===== src/sv/imm_pkg.sv =====
// ---------------------------------------------------------------------------
// imm_pkg: shared types and codes for the integer matrix multiply core
// Holds the request command codes, the internal operation codes and the
// queue entry that travels from the front end to the execution back end.
// ---------------------------------------------------------------------------
package imm_pkg;

    localparam int ValueWidth = 32;
    localparam int IndexWidth = 4;
    localparam int SizeWidth  = 5;
    localparam int QDepth     = 4;

    // Request command codes.
    localparam logic [1:0] CMD_WRITE_A = 2'd0;
    localparam logic [1:0] CMD_WRITE_B = 2'd1;
    localparam logic [1:0] CMD_READ    = 2'd2;
    localparam logic [1:0] CMD_UNUSED  = 2'd3;

    // Configuration register indexes.
    localparam logic [1:0] CFG_ROWS_LEFT  = 2'd0;
    localparam logic [1:0] CFG_INNER_SIZE = 2'd1;
    localparam logic [1:0] CFG_COLS_RIGHT = 2'd2;

    localparam logic [SizeWidth-1:0] SIZE_RESET = 5'd16;

    // Operations handed to the back end.
    localparam logic [1:0] OP_WRITE_A = 2'd0;
    localparam logic [1:0] OP_WRITE_B = 2'd1;
    localparam logic [1:0] OP_READ    = 2'd2;
    localparam logic [1:0] OP_ERROR   = 2'd3;

    typedef struct packed {
        logic [1:0]                  op;
        logic [IndexWidth-1:0]       row;
        logic [IndexWidth-1:0]       col;
        logic [ValueWidth-1:0]       value;
        logic [SizeWidth-1:0]        inner;
    } entry_t;

endpackage


===== src/sv/imm_queue.sv =====
// ---------------------------------------------------------------------------
// imm_queue: classified request queue
// A small first-in first-out buffer that decouples the front end from the
// execution back end.
// ---------------------------------------------------------------------------
module imm_queue (
    input  logic            aclk,
    input  logic            aresetn,
    input  logic            push,
    input  imm_pkg::entry_t push_entry,
    input  logic            pop,
    output imm_pkg::entry_t pop_entry,
    output logic            empty,
    output logic            full
);

    localparam int PtrWidth = $clog2(imm_pkg::QDepth);
    localparam int CntWidth = $clog2(imm_pkg::QDepth + 1);

    imm_pkg::entry_t       slots_reg [imm_pkg::QDepth];
    logic [PtrWidth-1:0]   wr_ptr_reg, wr_ptr_next;
    logic [PtrWidth-1:0]   rd_ptr_reg, rd_ptr_next;
    logic [CntWidth-1:0]   count_reg, count_next;
    logic                  do_push, do_pop;

    assign empty     = (count_reg == '0);
    assign full      = (count_reg == CntWidth'(imm_pkg::QDepth));
    assign pop_entry = slots_reg[rd_ptr_reg];
    assign do_push   = push && !full;
    assign do_pop    = pop && !empty;

    always_comb begin
        wr_ptr_next = wr_ptr_reg;
        rd_ptr_next = rd_ptr_reg;
        count_next  = count_reg;
        if (do_push) begin
            wr_ptr_next = (wr_ptr_reg == PtrWidth'(imm_pkg::QDepth - 1)) ? '0
                                                                         : wr_ptr_reg + 1'b1;
        end
        if (do_pop) begin
            rd_ptr_next = (rd_ptr_reg == PtrWidth'(imm_pkg::QDepth - 1)) ? '0
                                                                         : rd_ptr_reg + 1'b1;
        end
        if (do_push && !do_pop) begin
            count_next = count_reg + 1'b1;
        end else if (do_pop && !do_push) begin
            count_next = count_reg - 1'b1;
        end
    end

    always_ff @(posedge aclk) begin
        if (do_push) begin
            slots_reg[wr_ptr_reg] <= push_entry;
        end
    end

    always_ff @(posedge aclk) begin
        if (!aresetn) begin
            wr_ptr_reg <= '0;
            rd_ptr_reg <= '0;
            count_reg  <= '0;
        end else begin
            wr_ptr_reg <= wr_ptr_next;
            rd_ptr_reg <= rd_ptr_next;
            count_reg  <= count_next;
        end
    end

endmodule


===== config.mk =====
export PLATFORM = sky130hd
export DESIGN_NAME = imm_queue
export DESIGN_NICKNAME = d
export VERILOG_FILES = /design/src/sv/imm_pkg.sv /design/src/sv/imm_queue.sv
export SDC_FILE = /design/constraint.sdc
export NUM_CORES = 1
export LEC_CHECK = 0
export ABC_AREA = 1
export BUFFER_PORTS_ARGS = -buffer_cell sky130_fd_sc_hd__buf_2
export CAP_MARGIN = 0
export CORE_AREA = 2 2 127 129
export CTS_CLUSTER_SIZE = 8
export DETAILED_ROUTE_END_ITERATION = 8
export DIE_AREA = 0 0 129 131
export PLACE_DENSITY = 0.74
export SYNTH_ARGS = -nofsm -noshare
export SYNTH_HDL_FRONTEND = slang
export SYNTH_SLANG_ARGS = --single-unit
export TNS_END_PERCENT = 30

===== constraint.sdc =====
create_clock -name aclk -period 3.1 [get_ports aclk]
set_input_delay 0.62 -clock aclk [delete_from_list [all_inputs] [get_ports aclk]]
set_output_delay 0.62 -clock aclk [all_outputs]
set_load 0.01 [all_outputs]

Yosys cells after proc, flatten, opt, wreduce, memory -nomap -nowiden
Memories as Yosys holds them, arrays and structs flattened. A register that Yosys moved wholly into a read port is not among the register bits.
Index checks and enable logic that the tools add are counted.
{"block": "word_totals", "ff_bits": 7, "latchBits": 0, "ramBits": 188, "rom_bits": 0, "inputBits": 51, "output_inout_bits": 49, "word_cells": 29, "n_memories": 1}
{"name": "slots_reg", "depth": 4, "width": 47, "read_ports": 1, "rd_clocked_by_memory_dff": 1, "wr": 1, "line_no": "imm_queue.sv:20", "rtl": "imm_pkg::entry_t slots_reg [imm_pkg::QDepth];"}
{"block": "op_classes", "n_addsub": 4, "mul": 0, "div": 0, "n_lt_le_gt_ge": 0, "n_eq_ne": 3, "shifts": 0, "mux": 8, "n_bitwise": 0, "n_reduce_logical": 10}
{"op": "two-way mux 2 bit", "count": 4}
{"op": "two-way mux 3 bit", "count": 2}
{"op": "adder 2 x 1 -> 2 bit, second input constant", "count": 2}
{"op": "== test 2 bit, second input constant", "count": 2}
{"op": "logical AND 1 bit", "count": 4}
{"op": "zero test 1 bit", "count": 4}
{"op": "adder 3 x 1 -> 3 bit, second input constant", "count": 1}
{"op": "== test 3 bit, second input constant", "count": 1}
{"op": "zero test 3 bit", "count": 1}
{"op": "subtractor 3 x 1 -> 3 bit, second input constant", "count": 1}
{"op": "two-way mux 1 bit", "count": 2}
{"op": "nonzero test 2 bit", "count": 1}

Logic depth before layout (Yosys ltp)
{"block": "logic_depth", "word_depth": 7, "depth_mapped": 13, "mapped_depth_nobuf": 13}

Worst setup path before layout
Ideal clock, no wire load.
{"block": "synth_path", "kind": "input to register", "start": "in push", "end": "mem slots_reg[0][0] (netlist name), enable pin", "arrival_time_ps": 2738, "t_required_ps": 2648, "slack_ps": -90, "cell_stages": 2, "n_path_buf": 0, "path_cell_list": "nand2_1 nor2_1"}
{"block": "synth_via", "elab_chain_cells": 3}
{"item": "start: declaration", "line_no": "imm_queue.sv:9", "rtl": "input logic push,"}
{"item": "logical AND 1 bit", "line_no": "imm_queue.sv:29", "rtl": "assign do_push = push && !full;"}
{"item": "two-way mux 1 bit", "line_no": "imm_queue.sv:52", "rtl": "if (do_push) begin"}
{"item": "two-way mux 1 bit (implied by the code)", "line_no": "imm_queue.sv:53", "rtl": "slots_reg[wr_ptr_reg] <= push_entry;"}
{"item": "end: declaration", "line_no": "imm_queue.sv:20"}
No other way between the ends.

==> metrics.json <==
{
  "clock_tree.root_cell": "sky130_fd_sc_hd__clkbuf_16",
  "fin_crit_sh_pct": 92.8,
  "syn-cell-area_um2": 7880,
  "power.share.switching_pct": 32.2,
  "initial_core_util_pct": 50.5,
  "path_max_fanout": 47,
  "final-max-slew-violation-count": 0,
  "finalCriticalPeriod_ps": 2880,
  "number_of_library_cell_types_mapped_by_synthesis": 24,
  "first_global_vias": 4658,
  "numCtsBuffers": 17,
  "netlist_top_cells_area": "sky130_fd_sc_hd__edfxtp_1, sky130_fd_sc_hd__o21ai_0, sky130_fd_sc_hd__o22ai_2, sky130_fd_sc_hd__nor2_1, sky130_fd_sc_hd__nor2_4",
  "die_area_um2": 16900,
  "synth-seq-area-share_pct": 74.0,
  "yosys.cell_count.top_type": "sky130_fd_sc_hd__edfxtp_1",
  "max-slew-margin-rel_pct": 42.1,
  "crit_path_end_kind": "output pin",
  "use_met1_pct": 21.6,
  "ir_worst_vdd_v": 0.000522,
  "yosys_register_bits": 197,
  "hold_class": "in -> reg",
  "drtPass1Iterations": 4,
  "drc": 0,
  "global_route.peak_usage_layer": "met2",
  "cts_sinks": 197,
  "clock_power_share_pct": 25.9,
  "internal_power_mw": 5.10,
  "use_met3_pct": 4.03,
  "placementRows": 46,
  "hold_buffers": 0,
  "die_h_um": 131,
  "clock_path_buffers": 2,
  "syn2layout_area_growth_pct": 15.2,
  "seq_power_share_pct": 45.5,
  "placeableCoreArea_um2": 15600,
  "syn_inst": 527,
  "cts.repair_timing.setup_buffer_count": 0,
  "finalClockSkew_ps": 5.61,
  "ctsHtreeMaxLevel": 4,
  "syn-mean-instance-area_um2": 14.9,
  "nets": 684,
  "avgRoutedWirePerCell_um": 17.7,
  "number_of_flip_flops_in_the_largest_register": 188,
  "syn_nets": 585,
  "critical_path_required_ps": 2480,
  "insertedDiodeCount": 0,
  "viasPerCell": 5.26,
  "worst_pin_slew_ps": 868,
  "hold_viol": 0,
  "timing.critical_path.arrival_ps": 2260,
  "p_total_mw": 7.52,
  "rsz0062_at_grt": "false",
  "clk_pin_slew_ps": 60,
  "port_buffers": 99,
  "holdWs_ps": 412,
  "cts_tree": "built",
  "pwr_per_cell_area_nw_per_um2": 829,
  "total_i_o_pin_count": 100,
  "combPwrFrac_pct": 28.6,
  "cp-start-kind": "register",
  "synth_top_area_share_pct": 71.7,
  "fraction_of_final_layout_cells_with_drive_strength_greater_than_1_pct": 31.7,
  "yosys-top-cells-count": "sky130_fd_sc_hd__edfxtp_1, sky130_fd_sc_hd__nor2_1, sky130_fd_sc_hd__o21ai_0",
  "clock_latency_at_the_later_pin_of_the_worst_skew_pair_ps": 420,
  "drt_first_iter_violations": 367,
  "post_synth_top_area_cell": "sky130_fd_sc_hd__edfxtp_1",
  "cts_resized": 0,
  "grt_max_degree": 53,
  "overflow": 0,
  "synth-edff-count": 188,
  "final_antenna_net_count": 0,
  "ys_warn_count": 0,
  "grt_antenna_before_repair": 1,
  "wirelength_um": 15100,
  "max_cap_violations": 0,
  "timing.setup.critical_path_class": "reg -> out",
  "gr-usage-met2_pct": 33.3,
  "setup_violations": 0,
  "die_width_um": 129,
  "gp_congestion": 0.759,
  "gr_usage_total_pct": 18.5,
  "first_pass_grt_wire_length_um": 23300,
  "fmax_mhz": 347,
  "power_spent_charging_and_discharging_nets_mw": 2.42,
  "route.vias.total": 4493,
  "postSynth.asyncResetShare_pct": 0,
  "ys_dominant_reg_cell": "sky130_fd_sc_hd__edfxtp_1",
  "outcome": "finished, final reports clean",
  "static-leakage-power_nw": 3.18,
  "place_hpwl_um": 9130
}
-- kinds of logic (layout without fill, tap and decap cells) --
logic type	count (synthesis)	count (layout)	share of synthesized area, %
and+or+nand+nor	129	129	8.82
adders and majority gates	7	7	1.21
AOI/OAI and AO/OA	145	145	12.2
DFF	197	197	74.0
buffers and inverters	49	160	3.76
-- cell type report --
class	count	area, um2
clock buffers	17	425
clock inverters	14	95.1
fillers	1183	6530
inverters	19	73.8
multi-input cells	281	1780
flip-flops and latches	197	5830
well taps	216	270
repair buffers	110	591
-- worst paths after layout --
| kind | startpoint | slack [ps] | cells after the start | to |
|---|---|---|---|---|
| max | register | 220 | 4 | pop_entry[38] |
| min | push_entry[24] | 410 | 1 | slots_reg[0][24] |
| max reg2reg | count_reg[0] | 930 | 5 | slots_reg[3][39] |
| min reg2reg | count_reg[0] | 520 | 2 | count_reg[0] |
-- power groups by stage --
stage	logic, mW	registers, mW	clock network, mW
3_3_place_gp	2.12	3.47	0
4_1_cts	2.19	3.43	1.98
6_report	2.15	3.42	1.95
2_1_floorplan	1.54	3.39	0
3_5_place_dp	2.18	3.48	0
5_1_grt	2.38	3.45	2.09
-- metrics by stage --
step	instances	TNS (ps)	util, %	setup WS [ps]	cell area [um2]
2_1_floorplan	527	-16860	-	-89.7	7880
3_3_place_gp	823	0	54.8	672	8550
3_5_place_dp	823	0	54.8	656	8550
4_1_cts	854	0	58.2	177	9070
5_1_grt	854	0	58.2	51.0	9070
6_report	854	0	58.2	222	9070
-- critical path: stages (launching register included) --
cell and delay [ps]:
sky130_fd_sc_hd__dfxtp_2 480, sky130_fd_sc_hd__inv_2 710, sky130_fd_sc_hd__o21ai_0 290, sky130_fd_sc_hd__o22ai_2 150, sky130_fd_sc_hd__buf_2 190
-- cell usage in the layout (no fill, tap or decap), drive strengths merged --
cell	count
edfxtp	188
nor2	111
buf	110
o21ai	96
o22ai	47
inv	19
clkbuf	17
nand2	15
clkinv	11
dfxtp	9
ha	6
a21oi	2
clkinvlp	2
nand3b	1
nand3	1
nand4	1
fa	1
bufinv	1
-- layer usage --
metal,vias up,wire (um)
met5,-,13
met4,2,308
met3,24,651
met2,116,7900
met1,2213,6210
li1,2138,-
Note: power is estimated with default switching activity, not from simulation.
