`src/sv/imm_pkg.sv`:
```
// ---------------------------------------------------------------------------
// imm_pkg: shared types and codes for the integer matrix multiply core
// Holds the request command codes, the internal operation codes and the
// queue entry that travels from the front end to the execution back end.
// ---------------------------------------------------------------------------
package imm_pkg;

    localparam int ValueWidth = 32;
    localparam int IndexWidth = 4;
    localparam int SizeWidth  = 5;
    localparam int QDepth     = 4;

    // Request command codes.
    localparam logic [1:0] CMD_WRITE_A = 2'd0;
    localparam logic [1:0] CMD_WRITE_B = 2'd1;
    localparam logic [1:0] CMD_READ    = 2'd2;
    localparam logic [1:0] CMD_UNUSED  = 2'd3;

    // Configuration register indexes.
    localparam logic [1:0] CFG_ROWS_LEFT  = 2'd0;
    localparam logic [1:0] CFG_INNER_SIZE = 2'd1;
    localparam logic [1:0] CFG_COLS_RIGHT = 2'd2;

    localparam logic [SizeWidth-1:0] SIZE_RESET = 5'd16;

    // Operations handed to the back end.
    localparam logic [1:0] OP_WRITE_A = 2'd0;
    localparam logic [1:0] OP_WRITE_B = 2'd1;
    localparam logic [1:0] OP_READ    = 2'd2;
    localparam logic [1:0] OP_ERROR   = 2'd3;

    typedef struct packed {
        logic [1:0]                  op;
        logic [IndexWidth-1:0]       row;
        logic [IndexWidth-1:0]       col;
        logic [ValueWidth-1:0]       value;
        logic [SizeWidth-1:0]        inner;
    } entry_t;

endpackage

```
`src/sv/imm_front.sv`:
```
// ---------------------------------------------------------------------------
// imm_front: request intake and classification
// Holds the size registers, checks each request against the sizes in force
// and turns it into a queue entry for the back end.
// ---------------------------------------------------------------------------
module imm_front #(
    parameter int MAX_DIM = 16
) (
    input  logic                                aclk,
    input  logic                                aresetn,
    input  logic                                s_valid,
    output logic                                s_ready,
    input  logic [1:0]                          s_cmd,
    input  logic [imm_pkg::IndexWidth-1:0]      s_row_index,
    input  logic [imm_pkg::IndexWidth-1:0]      s_col_index,
    input  logic signed [imm_pkg::ValueWidth-1:0] s_elem_value,
    input  logic                                cfg_valid,
    output logic                                cfg_ready,
    input  logic [1:0]                          cfg_index,
    input  logic [imm_pkg::SizeWidth-1:0]       cfg_data,
    input  logic                                q_full,
    output logic                                q_push,
    output imm_pkg::entry_t                     q_entry
);

    logic [imm_pkg::SizeWidth-1:0] rows_reg, rows_next;
    logic [imm_pkg::SizeWidth-1:0] inner_reg, inner_next;
    logic [imm_pkg::SizeWidth-1:0] cols_reg, cols_next;
    logic [imm_pkg::SizeWidth-1:0] nr, nk, nc;
    logic                          row_in_r, row_in_k, col_in_k, col_in_c;

    function automatic logic [imm_pkg::SizeWidth-1:0] clamp_size(
        input logic [imm_pkg::SizeWidth-1:0] size
    );
        if (int'(size) > MAX_DIM) begin
            return imm_pkg::SizeWidth'(MAX_DIM);
        end
        return size;
    endfunction

    assign cfg_ready = 1'b1;

    always_comb begin
        rows_next  = rows_reg;
        inner_next = inner_reg;
        cols_next  = cols_reg;
        if (cfg_valid) begin
            case (cfg_index)
                imm_pkg::CFG_ROWS_LEFT:  rows_next  = cfg_data;
                imm_pkg::CFG_INNER_SIZE: inner_next = cfg_data;
                imm_pkg::CFG_COLS_RIGHT: cols_next  = cfg_data;
                default: ;
            endcase
        end
    end

    always_ff @(posedge aclk) begin
        if (!aresetn) begin
            rows_reg  <= imm_pkg::SIZE_RESET;
            inner_reg <= imm_pkg::SIZE_RESET;
            cols_reg  <= imm_pkg::SIZE_RESET;
        end else begin
            rows_reg  <= rows_next;
            inner_reg <= inner_next;
            cols_reg  <= cols_next;
        end
    end

    assign nr = clamp_size(rows_reg);
    assign nk = clamp_size(inner_reg);
    assign nc = clamp_size(cols_reg);

    assign row_in_r = imm_pkg::SizeWidth'(s_row_index) < nr;
    assign row_in_k = imm_pkg::SizeWidth'(s_row_index) < nk;
    assign col_in_k = imm_pkg::SizeWidth'(s_col_index) < nk;
    assign col_in_c = imm_pkg::SizeWidth'(s_col_index) < nc;

    // The unused command is accepted and dropped without a result.
    assign s_ready = !q_full;
    assign q_push  = s_valid && s_ready && (s_cmd != imm_pkg::CMD_UNUSED);

    always_comb begin
        q_entry.row   = s_row_index;
        q_entry.col   = s_col_index;
        q_entry.value = s_elem_value;
        q_entry.inner = nk;
        case (s_cmd)
            imm_pkg::CMD_WRITE_A:
                q_entry.op = (row_in_r && col_in_k) ? imm_pkg::OP_WRITE_A : imm_pkg::OP_ERROR;
            imm_pkg::CMD_WRITE_B:
                q_entry.op = (row_in_k && col_in_c) ? imm_pkg::OP_WRITE_B : imm_pkg::OP_ERROR;
            imm_pkg::CMD_READ:
                q_entry.op = (row_in_r && col_in_c) ? imm_pkg::OP_READ : imm_pkg::OP_ERROR;
            default:
                q_entry.op = imm_pkg::OP_ERROR;
        endcase
    end

endmodule

```
`config.mk`:
```
export PLATFORM = sky130hd
export DESIGN_NAME = imm_front
export DESIGN_NICKNAME = d
export VERILOG_FILES = /design/src/sv/imm_pkg.sv /design/src/sv/imm_front.sv
export SDC_FILE = /design/constraint.sdc
export NUM_CORES = 1
export LEC_CHECK = 0
export ABC_AREA = 1
export BUFFER_PORTS_ARGS = -buffer_cell sky130_fd_sc_hd__buf_2
export CAP_MARGIN = 40
export CORE_MARGIN = 2
export CORE_UTILIZATION = 43
export DETAILED_ROUTE_END_ITERATION = 12
export PLACE_DENSITY = 0.9
export SYNTH_ARGS = -nofsm -noshare
export SYNTH_HDL_FRONTEND = slang
export SYNTH_SLANG_ARGS = --single-unit
```
`constraint.sdc`:
```
create_clock -name aclk -period 3 [get_ports aclk]
set_input_delay 0.3 -clock aclk [delete_from_list [all_inputs] [get_ports aclk]]
set_output_delay 0.3 -clock aclk [all_outputs]
set_load 0.005 [all_outputs]
```
Yosys cells after proc, flatten, opt, wreduce, memory -nomap -nowiden --
Cells that the tools add are included.
Storage, ports and cells: bits in registers 15, input bits 54, output and inout port bits 50, logic and storage cells 39
Operators by class: eq/ne operators 5, reductions and logical operators 11, muxes and demuxes 13, order comparisons 7
Operator list (count):
- $mux W5 | 6
- $lt A4 B5 Y1 | 4
- $gt A5 B5 Y1 const B | 3
- $pmux W2 S3 | 1
- $reduce_and A2 Y1 | 3
- $logic_and A1 B1 Y1 | 5
- $eq A2 B1 Y1 const B | 2
- $eq A2 B2 Y1 const B | 2
- $logic_not A2 Y1 | 2
- $mux W1 | 4
- $mux W2 | 2
- $ne A2 B2 Y1 const B | 1
- $logic_not A1 Y1 | 1

Logic depth before layout (Yosys ltp) --
depth after elaboration 7, gate-level depth with buffers 13, gate-level depth less buffers 13

Least setup slack after synthesis --
Ideal clock, no wire load.
path type flip-flop to output port, start register rows_reg[0] (netlist bit), end output q_entry[45] (netlist bit), slack 1.119 ns, required time 2.700 ns, buffers on the path 0, cell stages (with the launch flop) 12, arrival time 1.581 ns, cell sequence dfxtp_1 o41ai_2 nand2_1 ha_1 inv_1 nor2_1 nand3_1 nand2_2 inv_1 nand3_1 nand2_1 inv_1
RTL lines:
- start: declaration | line imm_front.sv:26 | logic [imm_pkg::SizeWidth-1:0] rows_reg, rows_next;
- start signal: assignment | line imm_front.sv:59 | rows_reg <= imm_pkg::SIZE_RESET;
- start signal: assignment | line imm_front.sv:63 | rows_reg <= rows_next;
- end: declaration | line imm_front.sv:23 | output imm_pkg::entry_t q_entry

==> impl_metrics.py <==
metrics = {
    "outcome": {
        "status": "completed",
    },
    "synth": {
        "yosysMostFrequentCell": "buf_4",
        "syn_area_um2": 1380,
        "ys_seq_area_frac": 0.218,
        "syn_area_per_cell_um2": 6.49,
        "synth_area_leaders": "buf_4 22%, dfxtp_1 22%, ha_1 11%",
        "synth_compound_area_frac": 0.104,
        "synth_top_family_by_area": "buffers and inverters",
        "synth-edff-count": 0,
        "synth_ff_type": "dfxtp_1",
        "synthSimpleGateAreaFrac": 0.269,
        "yosys.cell_types.count": 20,
        "synth.mux.area_fraction": 0,
        "yosys.area_share.xor_xnor": 0,
        "synth_common_cells": "41 x buf_4, 40 x nor2_1, 39 x nand2_1",
        "yosysTopAreaCell": "buf_4",
        "synth_top_area_share": 0.224,
        "synthCells": 212,
        "ys_ff_latch": 15,
        "yosys_warnings": 0,
        "synthArstFlopShare": 0,
        "synth_fa_ha_area_frac": 0.109,
        "synthesis.nets": 278,
    },
    "floorplanning": {
        "coreArea_um2": 3050,
        "ios": 104,
        "die_h_um": 60.6,
        "fp-row-count": 20,
        "start_util": 0.451,
        "fp.dieW_um": 60.6,
        "die_area_um2": 3670,
    },
    "sta": {
        "timing.fmax_ghz": 0.416,
        "setup_viol": 0,
        "hold_slack_ns": 0.275,
        "rsz0062_at_grt": "false",
        "period_minus_slack_ns": 2.40,
        "finalSetupTns_ns": 0,
        "fin_skew_ns": 0,
        "period_share": 0.800,
        "finalHoldViolCount": 0,
        "final-max-slew-violation-count": 0,
    },
    "routing": {
        "drtIter0Drc": 47,
        "drc_errors": 0,
        "drt_wl_total_mm": 2.43,
        "num_vias": 1146,
        "avgViaCountPerCell": 4.49,
        "dr.pass1.iters": 4,
        "ant_nets": 0,
        "wire_per_inst_um": 9.53,
    },
    "clock_tree": {
        "cts_hold_buf": 0,
        "clk_latency_ns": 0.28,
        "cts_max_path_buffers": 2,
        "cts_tree": "built",
        "htree_levels": 1,
        "clkSinkCount": 15,
        "cts_buffers": 3,
        "post-cts-setup-buffers": 0,
        "clk_pin_slew_ns": 0.09,
        "cts_resized": 0,
        "clockRootBuffer": "clkbuf_4",
    },
    "worst_setup_path": {
        "cp.required_ns": 2.70,
        "cp.arrival_ns": 2.10,
        "cp-end-kind": "primary output",
        "crit_type": "reg2out",
        "r2r_setup_slack_ns": 2.24,
        "start_kind": "flop",
        "worstPathMaxFanout": 3,
    },
    "global_routing": {
        "overflow": 0,
        "grt_max_degree": 16,
        "gr-usage-all-layers": 0.142,
        "antenna_found_initial": 0,
        "grt_pass1_wl_mm": 3.97,
        "grt_pass1_vias": 1019,
    },
    "job": {
        "maxCapViolations": 0,
    },
    "cells_and_area": {
        "fin_nets": 278,
        "area_growth_pct": -3.09,
        "insertedDiodeCount": 0,
        "drive_gt1_frac": 0.232,
    },
    "power_and_ir_drop": {
        "powerDensity_nw_per_um2": 339,
        "power.leakage_nw": 0.716,
        "peakVddDrop_mv": 0.184,
    },
    "hold_path": {
        "hold_path.class": "in2reg",
    },
    "place": {
        "numPortBuffers": 38,
        "dp_hpwl_mm": 2.05,
        "gp_congestion": 0.786,
    },
}
critical path, cell delays in order (launching register included):
cell	delay, ns
dfxtp_1	0.33
o41ai_2	0.41
nand2_1	0.11
ha_1	0.29
inv_1	0.03
nor2_1	0.16
nand3_1	0.12
nand2_2	0.10
inv_1	0.04
nand3_1	0.05
nand2_1	0.05
inv_1	0.04
buf_2	0.10
through the flow:
stage | cell area [um2] | utilization | std cells | setup slack, ns | total power, mW
CTS | 1330 | 0.437 | 255 | 0.577 | 0.458
global placement | 1310 | 0.428 | 251 | 0.965 | 0.339
global route | 1330 | 0.437 | 255 | 0.361 | 0.492
finish | 1330 | 0.437 | 255 | 0.599 | 0.452
detailed placement | 1310 | 0.428 | 251 | 0.891 | 0.343
floorplan | 1380 | - | 212 | 1.12 | 0.339
where the power goes:
group	total [mW]	leakage [nW]	internal (mW)	switching [mW]
Sequential	0.219	0.123	0.209	0.00959
Combinational	0.119	0.575	0.0522	0.0665
Clock	0.114	0.0177	0.0495	0.0649
routing by layer:
layer  wire, um  track usage
met1       1190        0.179
met2       1060        0.237
met3        163       0.0299
met4         10       0.0590
met5          0            0
worst paths after layout:
| path | start | depth (start not counted) | to |
|---|---|---|---|
| max | rows_reg[0] | 12 | q_entry[45] |
| min reg2reg | cols_reg[0] | 2 | cols_reg[0] |
| min | cfg_data[4] | 3 | rows_reg[4] |
| max reg2reg | inner_reg[4] | 2 | inner_reg[4] |
logic make-up (layout without fill, tap and decap cells):
family / after synthesis / after routing
other: 1 / 1
buffers and inverters: 68 / 67
and+or+nand+nor: 92 / 92
adders and majority gates: 12 / 12
DFF: 15 / 15
AOI/OAI and AO/OA: 24 / 24
placed cells by master (no fill, tap or decap), drive strengths merged:
cell / Yosys / routed
a21boi: 1 / 1
a21oi: 7 / 7
and3: 1 / 1
buf: 41 / 38
clkbuf: 2 / 3
clkinv: 0 / 1
conb: 1 / 1
dfxtp: 15 / 15
ha: 12 / 12
inv: 25 / 25
nand2: 42 / 42
nand3: 7 / 7
nand3b: 1 / 1
nor2: 41 / 41
o211ai: 2 / 2
o21ai: 13 / 13
o41ai: 1 / 1
area by class of cell:
cell class / count / area (um2)
repair buffers: 38 / 190
multi-input cells: 129 / 667
well taps: 44 / 55.1
inverters: 25 / 93.8
clock buffers: 3 / 22.5
fillers: 333 / 1720
clock inverters: 1 / 5.00
flip-flops and latches: 15 / 300
(Power assumes the default switching activity.)
